## config.mk

```make
export PLATFORM = sky130hd
export DESIGN_NAME = sensor_uart_frame_deframer_flat
export DESIGN_NICKNAME = d
export VERILOG_FILES = /design/src/design/sufd_pkg.sv /design/src/design/sufd_feed_if.sv /design/src/design/sufd_report_if.sv /design/src/design/sensor_uart_frame_deframer.sv /design/src/flat_wrapper.sv
export SDC_FILE = /design/constraint.sdc
export NUM_CORES = 1
export LEC_CHECK = 0
export ABC_AREA = 1
export BUFFER_PORTS_ARGS = -buffer_cell sky130_fd_sc_hd__buf_2
export CAP_MARGIN = 10
export CORE_UTILIZATION = 28
export DETAILED_ROUTE_END_ITERATION = 12
export PLACE_DENSITY_LB_ADDON = 0.25
export SYNTH_ARGS = -nofsm -noshare
export SYNTH_HDL_FRONTEND = slang
export SYNTH_SLANG_ARGS = --single-unit
```

## constraint.sdc

```tcl
create_clock -name clk -period 3.5 [get_ports clk]
set_input_delay 0.175 -clock clk [delete_from_list [all_inputs] [get_ports clk]]
set_output_delay 0.175 -clock clk [all_outputs]
set_load 0.02 [all_outputs]
```

## src/design/sufd_pkg.sv

```systemverilog
// ----------------------------------------------------------------------------
// sufd_pkg
// shared constants and types for the serial sensor frame deframer
// ----------------------------------------------------------------------------
package sufd_pkg;

  localparam int FRAME_BYTES = 16;
  localparam int FILL_W      = $clog2(FRAME_BYTES);
  localparam int LAST_IDX    = FRAME_BYTES - 1;

  localparam int BYTE_W  = 8;
  localparam int PPM_W   = 16;
  localparam int CFG_W   = 16;
  localparam int TICK_W  = 17;
  localparam int COUNT_W = 32;
  localparam int EV_W    = 3;
  localparam int REG_W   = 2;

  typedef logic [BYTE_W-1:0]  byte_t;
  typedef logic [PPM_W-1:0]   ppm_t;
  typedef logic [CFG_W-1:0]   cfg_t;
  typedef logic [TICK_W-1:0]  tick_t;
  typedef logic [COUNT_W-1:0] count_t;
  typedef logic [EV_W-1:0]    event_t;
  typedef logic [REG_W-1:0]   reg_idx_t;
  typedef logic [FILL_W-1:0]  fill_t;

  // frame header
  localparam byte_t HDR0 = 8'h42;
  localparam byte_t HDR1 = 8'h4D;

  localparam tick_t TICK_SAT = {TICK_W{1'b1}};

  // request kinds
  localparam logic REQ_BYTE = 1'b0;
  localparam logic REQ_TICK = 1'b1;

  // event codes
  localparam event_t EV_NONE  = 3'd0;
  localparam event_t EV_GOOD  = 3'd1;
  localparam event_t EV_CHK   = 3'd2;
  localparam event_t EV_RANGE = 3'd3;
  localparam event_t EV_IDLE  = 3'd4;

  // register indexes
  localparam reg_idx_t REG_PPM_MIN     = 2'd0;
  localparam reg_idx_t REG_PPM_MAX     = 2'd1;
  localparam reg_idx_t REG_IDLE_LIMIT  = 2'd2;
  localparam reg_idx_t REG_STALE_LIMIT = 2'd3;

  // reset values of the registers
  localparam cfg_t PPM_MIN_RST     = 16'd0;
  localparam cfg_t PPM_MAX_RST     = 16'd5000;
  localparam cfg_t IDLE_LIMIT_RST  = 16'd2500;
  localparam cfg_t STALE_LIMIT_RST = 16'd3000;

endpackage

```

## src/design/sufd_feed_if.sv

```systemverilog
// ----------------------------------------------------------------------------
// sufd_feed_if
// input channel: a received byte or a millisecond tick
// ----------------------------------------------------------------------------
interface sufd_feed_if;
  import sufd_pkg::*;

  logic  valid;
  logic  ready;
  logic  req_type;
  byte_t rx_byte;

  modport source (output valid, output req_type, output rx_byte, input ready);
  modport sink   (input valid, input req_type, input rx_byte, output ready);

endinterface

```

## src/design/sufd_report_if.sv

```systemverilog
// ----------------------------------------------------------------------------
// sufd_report_if
// result channel: event, reported value and status
// ----------------------------------------------------------------------------
interface sufd_report_if;
  import sufd_pkg::*;

  logic   valid;
  logic   ready;
  event_t event_res;
  ppm_t   ppm_value;
  logic   stale;
  count_t good_frames;

  modport source (output valid, output event_res, output ppm_value, output stale,
                  output good_frames, input ready);
  modport sink   (input valid, input event_res, input ppm_value, input stale,
                  input good_frames, output ready);

endinterface

```

## src/design/sensor_uart_frame_deframer.sv

```systemverilog
// ----------------------------------------------------------------------------
// sensor_uart_frame_deframer
// parser for 16-byte serial sensor frames with 0x42 0x4d header and sum8 check
// ----------------------------------------------------------------------------
// Every item on feed is either one received byte or one millisecond tick, and
// every item gives exactly one item on report. The block takes one item per
// clock cycle while report is not stalled. An item passes through the input
// register and then the result register before its result is offered on
// report. The rate is set by the single state update per cycle: the byte
// window is a shift register and the frame checksum is kept as a running
// 8-bit sum, so no step walks the window. Registers are written through
// cfg_we / cfg_index / cfg_data and must only be changed while no item is in
// flight. There is no clearing pass after reset; window entries are only read
// below the fill count.
// ----------------------------------------------------------------------------
module sensor_uart_frame_deframer (
  input  logic                clk,
  input  logic                rst,
  sufd_feed_if.sink           feed,
  sufd_report_if.source       report,
  input  logic                cfg_we,
  input  sufd_pkg::reg_idx_t  cfg_index,
  input  sufd_pkg::cfg_t      cfg_data
);
  import sufd_pkg::*;

  // configuration registers
  cfg_t ppm_min;
  cfg_t ppm_max;
  cfg_t byte_idle_limit;
  cfg_t frame_stale_limit;

  always_ff @(posedge clk) begin
    if (rst) begin
      ppm_min           <= PPM_MIN_RST;
      ppm_max           <= PPM_MAX_RST;
      byte_idle_limit   <= IDLE_LIMIT_RST;
      frame_stale_limit <= STALE_LIMIT_RST;
    end else if (cfg_we) begin
      case (cfg_index)
        REG_PPM_MIN:     ppm_min           <= cfg_data;
        REG_PPM_MAX:     ppm_max           <= cfg_data;
        REG_IDLE_LIMIT:  byte_idle_limit   <= cfg_data;
        REG_STALE_LIMIT: frame_stale_limit <= cfg_data;
        default:         ppm_min           <= ppm_min;
      endcase
    end
  end

  // input register
  logic  st_valid;
  logic  st_type;
  byte_t st_byte;

  // result register
  logic   res_valid;
  event_t res_event;
  ppm_t   res_ppm;
  logic   res_stale;
  count_t res_count;

  // the pipeline moves when the result register is free or being drained
  logic advance;
  logic fire;

  assign advance    = !res_valid || report.ready;
  assign fire       = st_valid && advance;
  assign feed.ready = !st_valid || advance;

  always_ff @(posedge clk) begin
    if (rst) begin
      st_valid <= 1'b0;
    end else if (feed.ready) begin
      st_valid <= feed.valid;
    end
  end

  always_ff @(posedge clk) begin
    if (feed.valid && feed.ready) begin
      st_type <= feed.req_type;
      st_byte <= feed.rx_byte;
    end
  end

  // parser state
  byte_t  window [FRAME_BYTES];
  fill_t  fill_count;
  byte_t  run_sum;      // sum mod 256 of the bytes now in the window
  ppm_t   held_ppm;
  count_t accepted_count;
  tick_t  idle_ticks;
  tick_t  since_frame_ticks;

  fill_t  fill_count_next;
  byte_t  run_sum_next;
  ppm_t   held_ppm_next;
  count_t accepted_count_next;
  tick_t  idle_ticks_next;
  tick_t  since_frame_ticks_next;
  event_t ev;
  logic   stale_next;
  logic   wr_en;
  logic   shift_en;
  logic   hdr_ok;
  ppm_t   frame_val;

  assign hdr_ok    = (window[0] == HDR0) && (window[1] == HDR1);
  assign frame_val = {window[6], window[7]};

  always_comb begin
    fill_count_next        = fill_count;
    run_sum_next           = run_sum;
    held_ppm_next          = held_ppm;
    accepted_count_next    = accepted_count;
    idle_ticks_next        = idle_ticks;
    since_frame_ticks_next = since_frame_ticks;
    ev                     = EV_NONE;
    wr_en                  = 1'b0;
    shift_en               = 1'b0;

    if (st_type == REQ_TICK) begin
      // both timers count up and stick at full scale
      if (idle_ticks != TICK_SAT) begin
        idle_ticks_next = idle_ticks + tick_t'(1);
      end
      if (since_frame_ticks != TICK_SAT) begin
        since_frame_ticks_next = since_frame_ticks + tick_t'(1);
      end
      // idle timeout drops a partial window
      if ((idle_ticks_next > tick_t'(byte_idle_limit)) && (fill_count != '0)) begin
        fill_count_next = '0;
        run_sum_next    = '0;
        ev              = EV_IDLE;
      end
      if ((accepted_count != '0) &&
          (since_frame_ticks_next > tick_t'(frame_stale_limit))) begin
        held_ppm_next = '0;
      end
    end else begin
      idle_ticks_next = '0;
      if (fill_count != fill_t'(LAST_IDX)) begin
        // window not yet full: append
        wr_en           = 1'b1;
        fill_count_next = fill_count + fill_t'(1);
        run_sum_next    = run_sum + st_byte;
      end else if (!hdr_ok) begin
        // full without header: slide by one byte
        shift_en     = 1'b1;
        run_sum_next = run_sum + st_byte - window[0];
      end else begin
        // full frame: run_sum covers bytes 0..14, the new byte is the checksum
        fill_count_next = '0;
        run_sum_next    = '0;
        if (run_sum != st_byte) begin
          ev = EV_CHK;
        end else if ((frame_val < ppm_min) || (frame_val > ppm_max)) begin
          ev = EV_RANGE;
        end else begin
          ev                     = EV_GOOD;
          held_ppm_next          = frame_val;
          since_frame_ticks_next = '0;
          accepted_count_next    = accepted_count + count_t'(1);
        end
      end
    end

    stale_next = (accepted_count_next != '0) &&
                 (since_frame_ticks_next > tick_t'(frame_stale_limit));
  end

  always_ff @(posedge clk) begin
    if (rst) begin
      fill_count        <= '0;
      run_sum           <= '0;
      held_ppm          <= '0;
      accepted_count    <= '0;
      idle_ticks        <= '0;
      since_frame_ticks <= '0;
    end else if (fire) begin
      fill_count        <= fill_count_next;
      run_sum           <= run_sum_next;
      held_ppm          <= held_ppm_next;
      accepted_count    <= accepted_count_next;
      idle_ticks        <= idle_ticks_next;
      since_frame_ticks <= since_frame_ticks_next;
    end
  end

  // byte window: append at the fill point or slide toward entry zero
  always_ff @(posedge clk) begin
    if (fire && wr_en) begin
      window[fill_count] <= st_byte;
    end else if (fire && shift_en) begin
      for (int i = 0; i < LAST_IDX - 1; i++) begin
        window[i] <= window[i+1];
      end
      window[LAST_IDX-1] <= st_byte;
    end
  end

  // result register
  always_ff @(posedge clk) begin
    if (rst) begin
      res_valid <= 1'b0;
    end else if (advance) begin
      res_valid <= st_valid;
    end
  end

  always_ff @(posedge clk) begin
    if (fire) begin
      res_event <= ev;
      res_ppm   <= held_ppm_next;
      res_stale <= stale_next;
      res_count <= accepted_count_next;
    end
  end

  assign report.valid       = res_valid;
  assign report.event_res   = res_event;
  assign report.ppm_value   = res_ppm;
  assign report.stale       = res_stale;
  assign report.good_frames = res_count;

endmodule
```

## src/flat_wrapper.sv

```systemverilog
// flat-port wrapper written by rule: the top's interface ports become plain ports
module sensor_uart_frame_deframer_flat import sufd_pkg::*;
  (clk, rst, cfg_we, cfg_index, cfg_data, feed_valid, feed_req_type, feed_rx_byte, feed_ready, report_valid, report_event_res, report_ppm_value, report_stale, report_good_frames, report_ready);
  sufd_feed_if feed_i ();
  sufd_report_if report_i ();
  input  logic clk;
  input  logic rst;
  input  logic cfg_we;
  input  sufd_pkg::reg_idx_t cfg_index;
  input  sufd_pkg::cfg_t cfg_data;
  input wire logic [$bits(feed_i.valid)-1:0] feed_valid;
  input wire logic [$bits(feed_i.req_type)-1:0] feed_req_type;
  input wire logic [$bits(feed_i.rx_byte)-1:0] feed_rx_byte;
  output wire logic [$bits(feed_i.ready)-1:0] feed_ready;
  output wire logic [$bits(report_i.valid)-1:0] report_valid;
  output wire logic [$bits(report_i.event_res)-1:0] report_event_res;
  output wire logic [$bits(report_i.ppm_value)-1:0] report_ppm_value;
  output wire logic [$bits(report_i.stale)-1:0] report_stale;
  output wire logic [$bits(report_i.good_frames)-1:0] report_good_frames;
  input wire logic [$bits(report_i.ready)-1:0] report_ready;
  assign feed_i.valid = feed_valid;
  assign feed_i.req_type = feed_req_type;
  assign feed_i.rx_byte = feed_rx_byte;
  assign feed_ready = feed_i.ready;
  assign report_valid = report_i.valid;
  assign report_event_res = report_i.event_res;
  assign report_ppm_value = report_i.ppm_value;
  assign report_stale = report_i.stale;
  assign report_good_frames = report_i.good_frames;
  assign report_i.ready = report_ready;
  sensor_uart_frame_deframer u_core (.clk(clk), .rst(rst), .feed(feed_i), .report(report_i), .cfg_we(cfg_we), .cfg_index(cfg_index), .cfg_data(cfg_data));
endmodule
```

==> results of run 1 <==
[final timing paths]
| check | endpoint | slack, ps | cells past startpoint |
|---|---|---|---|
| setup / recovery | u_core.report.stale$_DFFE_PP_ | 5 | 22 |
| hold / removal | u_core.byte_idle_limit[15]$_SDFFE_PP0P_ | 30 | 3 |
| setup reg to reg | u_core.report.stale$_DFFE_PP_ | 5 | 22 |
| hold reg to reg | u_core.ppm_max[14]$_SDFFE_PP0P_ | 470 | 2 |
[logic make-up after synthesis]
| logic type | count (synthesis) |
|---|---|
| flops | 341 |
| buf+inv | 425 |
| simple gates | 960 |
| xor+xnor | 34 |
| compound gates | 400 |
| fa+ha+maj | 103 |
| mux | 1 |
[cells in the mapped netlist (52+ instances only)]
master	count	area share
nand2_1	462	0.094
nand3_1	186	0.050
o21ai_0	146	0.040
edfxtp_1	181	0.29
a21oi_1	191	0.052
dfxtp_1	160	0.17
inv_1	306	0.062
nand4_1	52	0.018
nor2_1	150	0.030
clkbuf_1	57	0.012
ha_1	101	0.068
[through the flow]
step                      worst slack [ps]  power [mW]  cell area [µm²]  cells  utilization
after floorplan                        133        5.23            18500   2264            -
after global placement               -4.58        5.57            20100   3178        0.310
after detailed placement             -94.4        5.59            20100   3178        0.310
after CTS                             6.27        9.95            21800   3279        0.336
after global routing                  -205        10.3            22100   3287        0.341
final                                 5.14        9.84            22100   3287        0.341
[routing by layer]
metal / vias to the layer above / part of all wire / track usage
met2: 383 / 0.44 / 0.241
met3: 54 / 0.056 / 0.0290
met5: - / 0 / 0
met4: 0 / 0.014 / 0.0311
li1: 7827 / - / -
met1: 7439 / 0.49 / 0.226
[layout make-up]
class	instances	area [µm²]
multi-input cells	1499	8440
repair buffers	196	1360
fillers	6718	42700
clock inverters	15	164
clock buffers	57	1180
inverters	324	1230
flip-flops and latches	341	8640
well taps	855	1070
[timing repair]
| item | in CTS | in global routing |
|---|---|---|
| resized for setup | 9 | 56 |
| pin swaps | 1 | 30 |
| setup buffers | 0 | 9 |
| hold buffers | 28 | 0 |
| cloned | 1 | 0 |
| endpoints found under the setup margin | 4 | 46 |
| endpoints found under the hold margin | 60 | 0 |
[sequential cells by signal, indices dropped and copies added (netlist names), 17 cells and up]
register,cells
u_core.window,120
u_core.accepted_count,32
u_core.report.good_frames,32
u_core.idle_ticks,17
u_core.since_frame_ticks,17
[tightest hold or removal path: cells and delay by family]
kind                   cells  cell delay (ps)
AO/OA/AOI/OAI              2              210
buffers and inverters      1              170
[power by group through the flow]
stage / Combinational (mW) / Sequential [mW] / Clock (mW)
after global placement: 1.04 / 4.53 / 0
final: 1.12 / 4.45 / 4.27
after global routing: 1.26 / 4.47 / 4.55
after detailed placement: 1.06 / 4.53 / 0
after CTS: 1.10 / 4.45 / 4.40
after floorplan: 0.670 / 4.56 / 0
==> results.toml, run 1 <==
[worst_setup_path]
cp-start-kind = "register"
cp_slowest_cell = "edfxtp_1"
crit_type = "register to register"
reg2reg_from = "u_core.window[6][5]$_DFFE_PP_"
cp_data_arrival_time_ps = 3810
cp-end-kind = "register"
crit_start = "u_core.window[6][5]$_DFFE_PP_"
path_buf_inv = 4
cp_top_family = "compound AO/OA/AOI/OAI gates"
crit_fanout = 7
crit_chain = "buf_4 > ha_1 > a21oi_1 > o21ai_0 > a21oi_1 > nand2_2 > nand2_4 > nor2_4 > inv_4 > nor2_8 > buf_6 > o31ai_1 > ha_1 > nand2_1 > nor2_1 > nor2_1 > a31o_2 > a21boi_0 > o21ai_1 > nand2_1 > inv_1 > nor2_1"
cpMostUsedCell = "nor2_1"
worst_ep_required_time_ps = 3810
cp_slowest_stage_delay_ps = 400

[detailed_routing]
first_pass_iters = 6
routed_wl_um = 52500
vias = 15700
drcViolationCount = 0
dr.first_iter.drc_count = 1154
via_per_inst = 4.78
wire_per_inst_um = 16.0
ant_nets = 0

[synth]
syn_area_per_cell_um2 = 8.16
muxShareOfSynthArea = 0.000542
synth_compound_area_frac = 0.114
synth-async-reset-ratio = 0
synth_cell_types = 55
synthCells = 2264
ys_ff_latch = 341
synth-edff-count = 181
synthXorXnorAreaFrac = 0.0161
synth_top_family_by_area = "simple AND/OR/NAND/NOR gates"
yosys_most_used_dff = "edfxtp_1"
yosysSeqAreaShare = 0.468
synth-simple-area-share = 0.239
synthAdderAreaFrac = 0.0706
yosys_warnings = 0
netlist_area_mm2 = 0.0185
syn-num-nets = 2399

[clocking]
cts-root-buf = "clkbuf_16"
numCtsBuffers = 40
clk_latency_ps = 570
clock_path_buffers = 3
cts.sinks = 341
clk_pin_slew_ps = 60
cts_max_level = 2
tritoncts = "built"

[cells_and_area]
layout_commonest_cell = "nand2_1"
final_cell_mix = "454 x nand2_1, 304 x inv_1, 188 x a21oi_1"
syn2layout_area_growth_pct = 19.6
fin_nets = 2537
antenna_cells = 0
drive_gt1_frac = 0.149

[sta]
holdWs_ps = 32.9
fin_setup_tns_ps = 0
relSlewSlack = 0.355
finalHoldViolations = 0
rsz0062_at_grt = "true"
period_minus_slack_ps = 3490
setup_viol = 0
finClkSkew_ps = 18.0
maxSlewViolCount = 0
min_period_over_period = 0.999
worst_pin_slew_ps = 968
fmax_ghz = 0.286

[floorplan]
dieArea_mm2 = 0.0670
rows = 93
start_util = 0.285
fp.dieW_um = 259
core_mm2 = 0.0648
die_h_um = 259
io_pins = 86

[job]
drv_cap = 0

[placed_design]
place.gp.congestion = 0.865
dp.final_hpwl_um = 36900
io_buffers = 85

[worst_hold_path]
min_from = "cfg_data[15]"
hp-class = "primary input to register"

[power_and_ir_drop]
p_sw_frac = 0.258
p_seq_frac = 0.452
powerDensity_mw_per_mm2 = 445
p_int_mw = 7.30
power_leakage_nw = 9.44
p_comb_frac = 0.114
p_clk_frac = 0.434
ir_worst_vdd_uv = 324
power.switching_mw = 2.54

[global_route]
grt_overflow = 0
track_usage = 0.156
grt_pass1_vias = 15100
grt_max_degree = 97
antenna_found_initial = 0
grt_pass1_wl_um = 83300

[status]
status = "complete, no violations"
Power figures use the tool's default switching activity.
==> inputs of run 2 (changes only) <==
--- a/config.mk
+++ b/config.mk
@@ -9,6 +9,7 @@
 export BUFFER_PORTS_ARGS = -buffer_cell sky130_fd_sc_hd__buf_2
 export CAP_MARGIN = 10
 export CORE_UTILIZATION = 28
+export CTS_BUF_LIST = sky130_fd_sc_hd__clkbuf_4 sky130_fd_sc_hd__clkbuf_8
 export DETAILED_ROUTE_END_ITERATION = 12
 export PLACE_DENSITY_LB_ADDON = 0.25
 export SYNTH_ARGS = -nofsm -noshare
==> constraint.sdc (replaced) <==
create_clock -name clk -period 2.87 [get_ports clk]
set_input_delay 0.1435 -clock clk [delete_from_list [all_inputs] [get_ports clk]]
set_output_delay 0.1435 -clock clk [all_outputs]
set_load 0.02 [all_outputs]
==> results.toml, run 2 (synthesis results as in run 1) <==
[placed_design]
dp.cells = 3341
place.gp.congestion = 0.880
io_buffers = 85
dp_worst_setup_slack_ps = -648
placed_cell_area_mm2 = 0.0214
dp.final_hpwl_um = 37800

[sta]
maxSlewViolCount = 0
fin_ws_ps = -635
setup_viol = 46
finalHoldViolations = 0
worst_pin_slew_ps = 1140
relSlewSlack = 0.233
min_period_over_period = 1.22
fmax_ghz = 0.285
rsz0062_at_grt = "true"
finClkSkew_ps = 27.6
period_minus_slack_ps = 3510

[detailed_routing]
dr_wl_met3_um = 2570
dr.first_iter.drc_count = 1136
wl_met1_um = 26200
first_pass_iters = 5
dr_wl_met2_um = 25000
routed_wl_um = 55000
top_layer_used = "met4"
vias = 16600
ant_nets = 0
drcViolationCount = 0
wire_per_inst_um = 15.6
via_per_inst = 4.71

[floorplan]
dieArea_mm2 = 0.0670
core_mm2 = 0.0648
die_h_um = 259
start_util = 0.285
rows = 93
fp.dieW_um = 259
io_pins = 86

[cells_and_area]
fin_nets = 2763
layout.cells.non_filler = 3532
max_flop_register = "u_core.window"
final_cell_area_mm2 = 0.0242
drive_gt1_frac = 0.257
final_cell_mix = "413 x nand2_1, 300 x inv_1, 254 x buf_4"
largest_reg_flops = 120
layout_commonest_cell = "nand2_1"
syn2layout_area_growth_pct = 31.0

[worst_setup_path]
cp-end-kind = "register"
crit_start = "u_core.window[7][2]$_DFFE_PP_"
reg2reg_from = "u_core.window[7][2]$_DFFE_PP_"
cp_top_family = "simple AND/OR/NAND/NOR gates"
rr_endpoint = "u_core.report.stale$_DFFE_PP_"
worst_ep_required_time_ps = 3260
r2r_cells = 26
regToRegSetupSlack_ps = -640
cp_slowest_cell = "edfxtp_1"
crit_type = "register to register"
path_buf_inv = 4
cp_slowest_stage_delay_ps = 440
cpMostUsedCell = "nand2_1"
cp_data_arrival_time_ps = 3890
crit_fanout = 5
cp-start-kind = "register"

[clocking]
cts.sinks = 341
cts_max_level = 3
cts-root-buf = "clkbuf_8"
clk_pin_slew_ps = 60
tritoncts = "built"
clock_path_buffers = 3
clk_latency_ps = 640
numCtsBuffers = 66

[power_and_ir_drop]
power.switching_mw = 3.29
p_clk_frac = 0.409
p_seq_frac = 0.453
p_sw_frac = 0.275
power_leakage_nw = 10.6
p_int_mw = 8.69
powerDensity_mw_per_mm2 = 495
ir_worst_vdd_uv = 330
p_comb_frac = 0.138

[global_route]
antenna_found_initial = 1
grt_overflow = 0
grt_pass1_vias = 16100
grt_max_degree = 97
grt_pass1_wl_um = 86700
track_usage = 0.162

[status]
status = "finished, violations left"
violations = "setup timing"

[worst_hold_path]
min_to = "u_core.st_byte[3]$_DFFE_PP_"
worstHoldPathCells = 2
min_from = "feed_rx_byte[3]"
hp-class = "primary input to register"

[job]
drv_cap = 0
## run 2: cell types whose count changed in the layout (fill, tap and decap cells not counted), sizes merged
cell         before  now
buf             168  352
bufinv            3    1
clkbuf           57   94
clkinv           15   22
clkinvlp          2    4
diode             0    1
dlygate4sd3      28   44
## run 2: metrics by stage
step                       util  total power, mW  setup TNS [ps]  hold slack, ps
after floorplan               -             6.38            -394             242
after global placement    0.330             6.95          -17950             323
after detailed placement  0.330             6.98          -19330             325
after CTS                 0.365             12.1          -16270             204
after global routing      0.373             12.6          -26150             210
final                     0.373             12.0          -16090             243
## run 2: layout make-up
| class | count | area [µm²] |
|---|---|---|
| Sequential cell | 341 | 8650 |
| Timing Repair Buffer | 396 | 2990 |
| Tap cell | 855 | 1070 |
| Multi-Input combinational cell | 1499 | 8950 |
| Clock buffer | 94 | 1170 |
| Antenna cell | 1 | 2.50 |
| Fill cell | 6618 | 40600 |
| Clock inverter | 22 | 144 |
| Inverter | 324 | 1240 |
## run 2: worst max path at each step
stage | to | slack, ps | cells after the start
floorplan | u_core.report.stale$_DFFE_PP_ | -390 | 25
global placement | u_core.report.stale$_DFFE_PP_ | -580 | 27
detailed placement | u_core.report.stale$_DFFE_PP_ | -650 | 22
CTS | u_core.report.stale$_DFFE_PP_ | -550 | 27
global route | u_core.report.stale$_DFFE_PP_ | -830 | 27
finish | u_core.report.stale$_DFFE_PP_ | -640 | 26
## run 2: worst reg2reg max path: stages (launching register included)
cell and delay [ps]:
edfxtp_1 440, ha_1 320, nand2_1 80, inv_1 40, nand2_1 70, nand2_2 60, nand2_1 60, nand2_1 50
nand2_1 50, nand2_1 50, nand2_2 130, nand2_4 80, nor2_4 140, inv_4 70, nor2_8 210, buf_6 130
o31ai_2 60, ha_1 350, a21oi_2 130, o21ai_1 70, o21ai_1 160, a31o_2 160, a21boi_1 50, o21ai_1 160
nand2_1 60, inv_1 50, nor2_1 40
## run 2: timing repair
item / in CTS / in global routing
pin swaps: 55 / 59
setup buffers: 17 / 11
endpoints found under the setup margin: 46 / 57
endpoints found under the hold margin: 78 / 0
gates cloned: 2 / 0
hold buffers: 44 / 0
gates resized for setup: 93 / 97
## run 2: power groups by stage
stage / clock network (mW) / logic (mW) / registers [mW]
after floorplan: 0 / 0.822 / 5.56
after global placement: 0 / 1.44 / 5.52
after detailed placement: 0 / 1.46 / 5.52
after CTS: 5.06 / 1.61 / 5.42
after global routing: 5.29 / 1.84 / 5.44
final: 4.89 / 1.66 / 5.42
## run 2: metal layers
metal,global-route usage,vias to the layer above
met5,0,-
met4,0.0505,0
met3,0.0318,83
met2,0.255,362
met1,0.222,7892
li1,-,8298
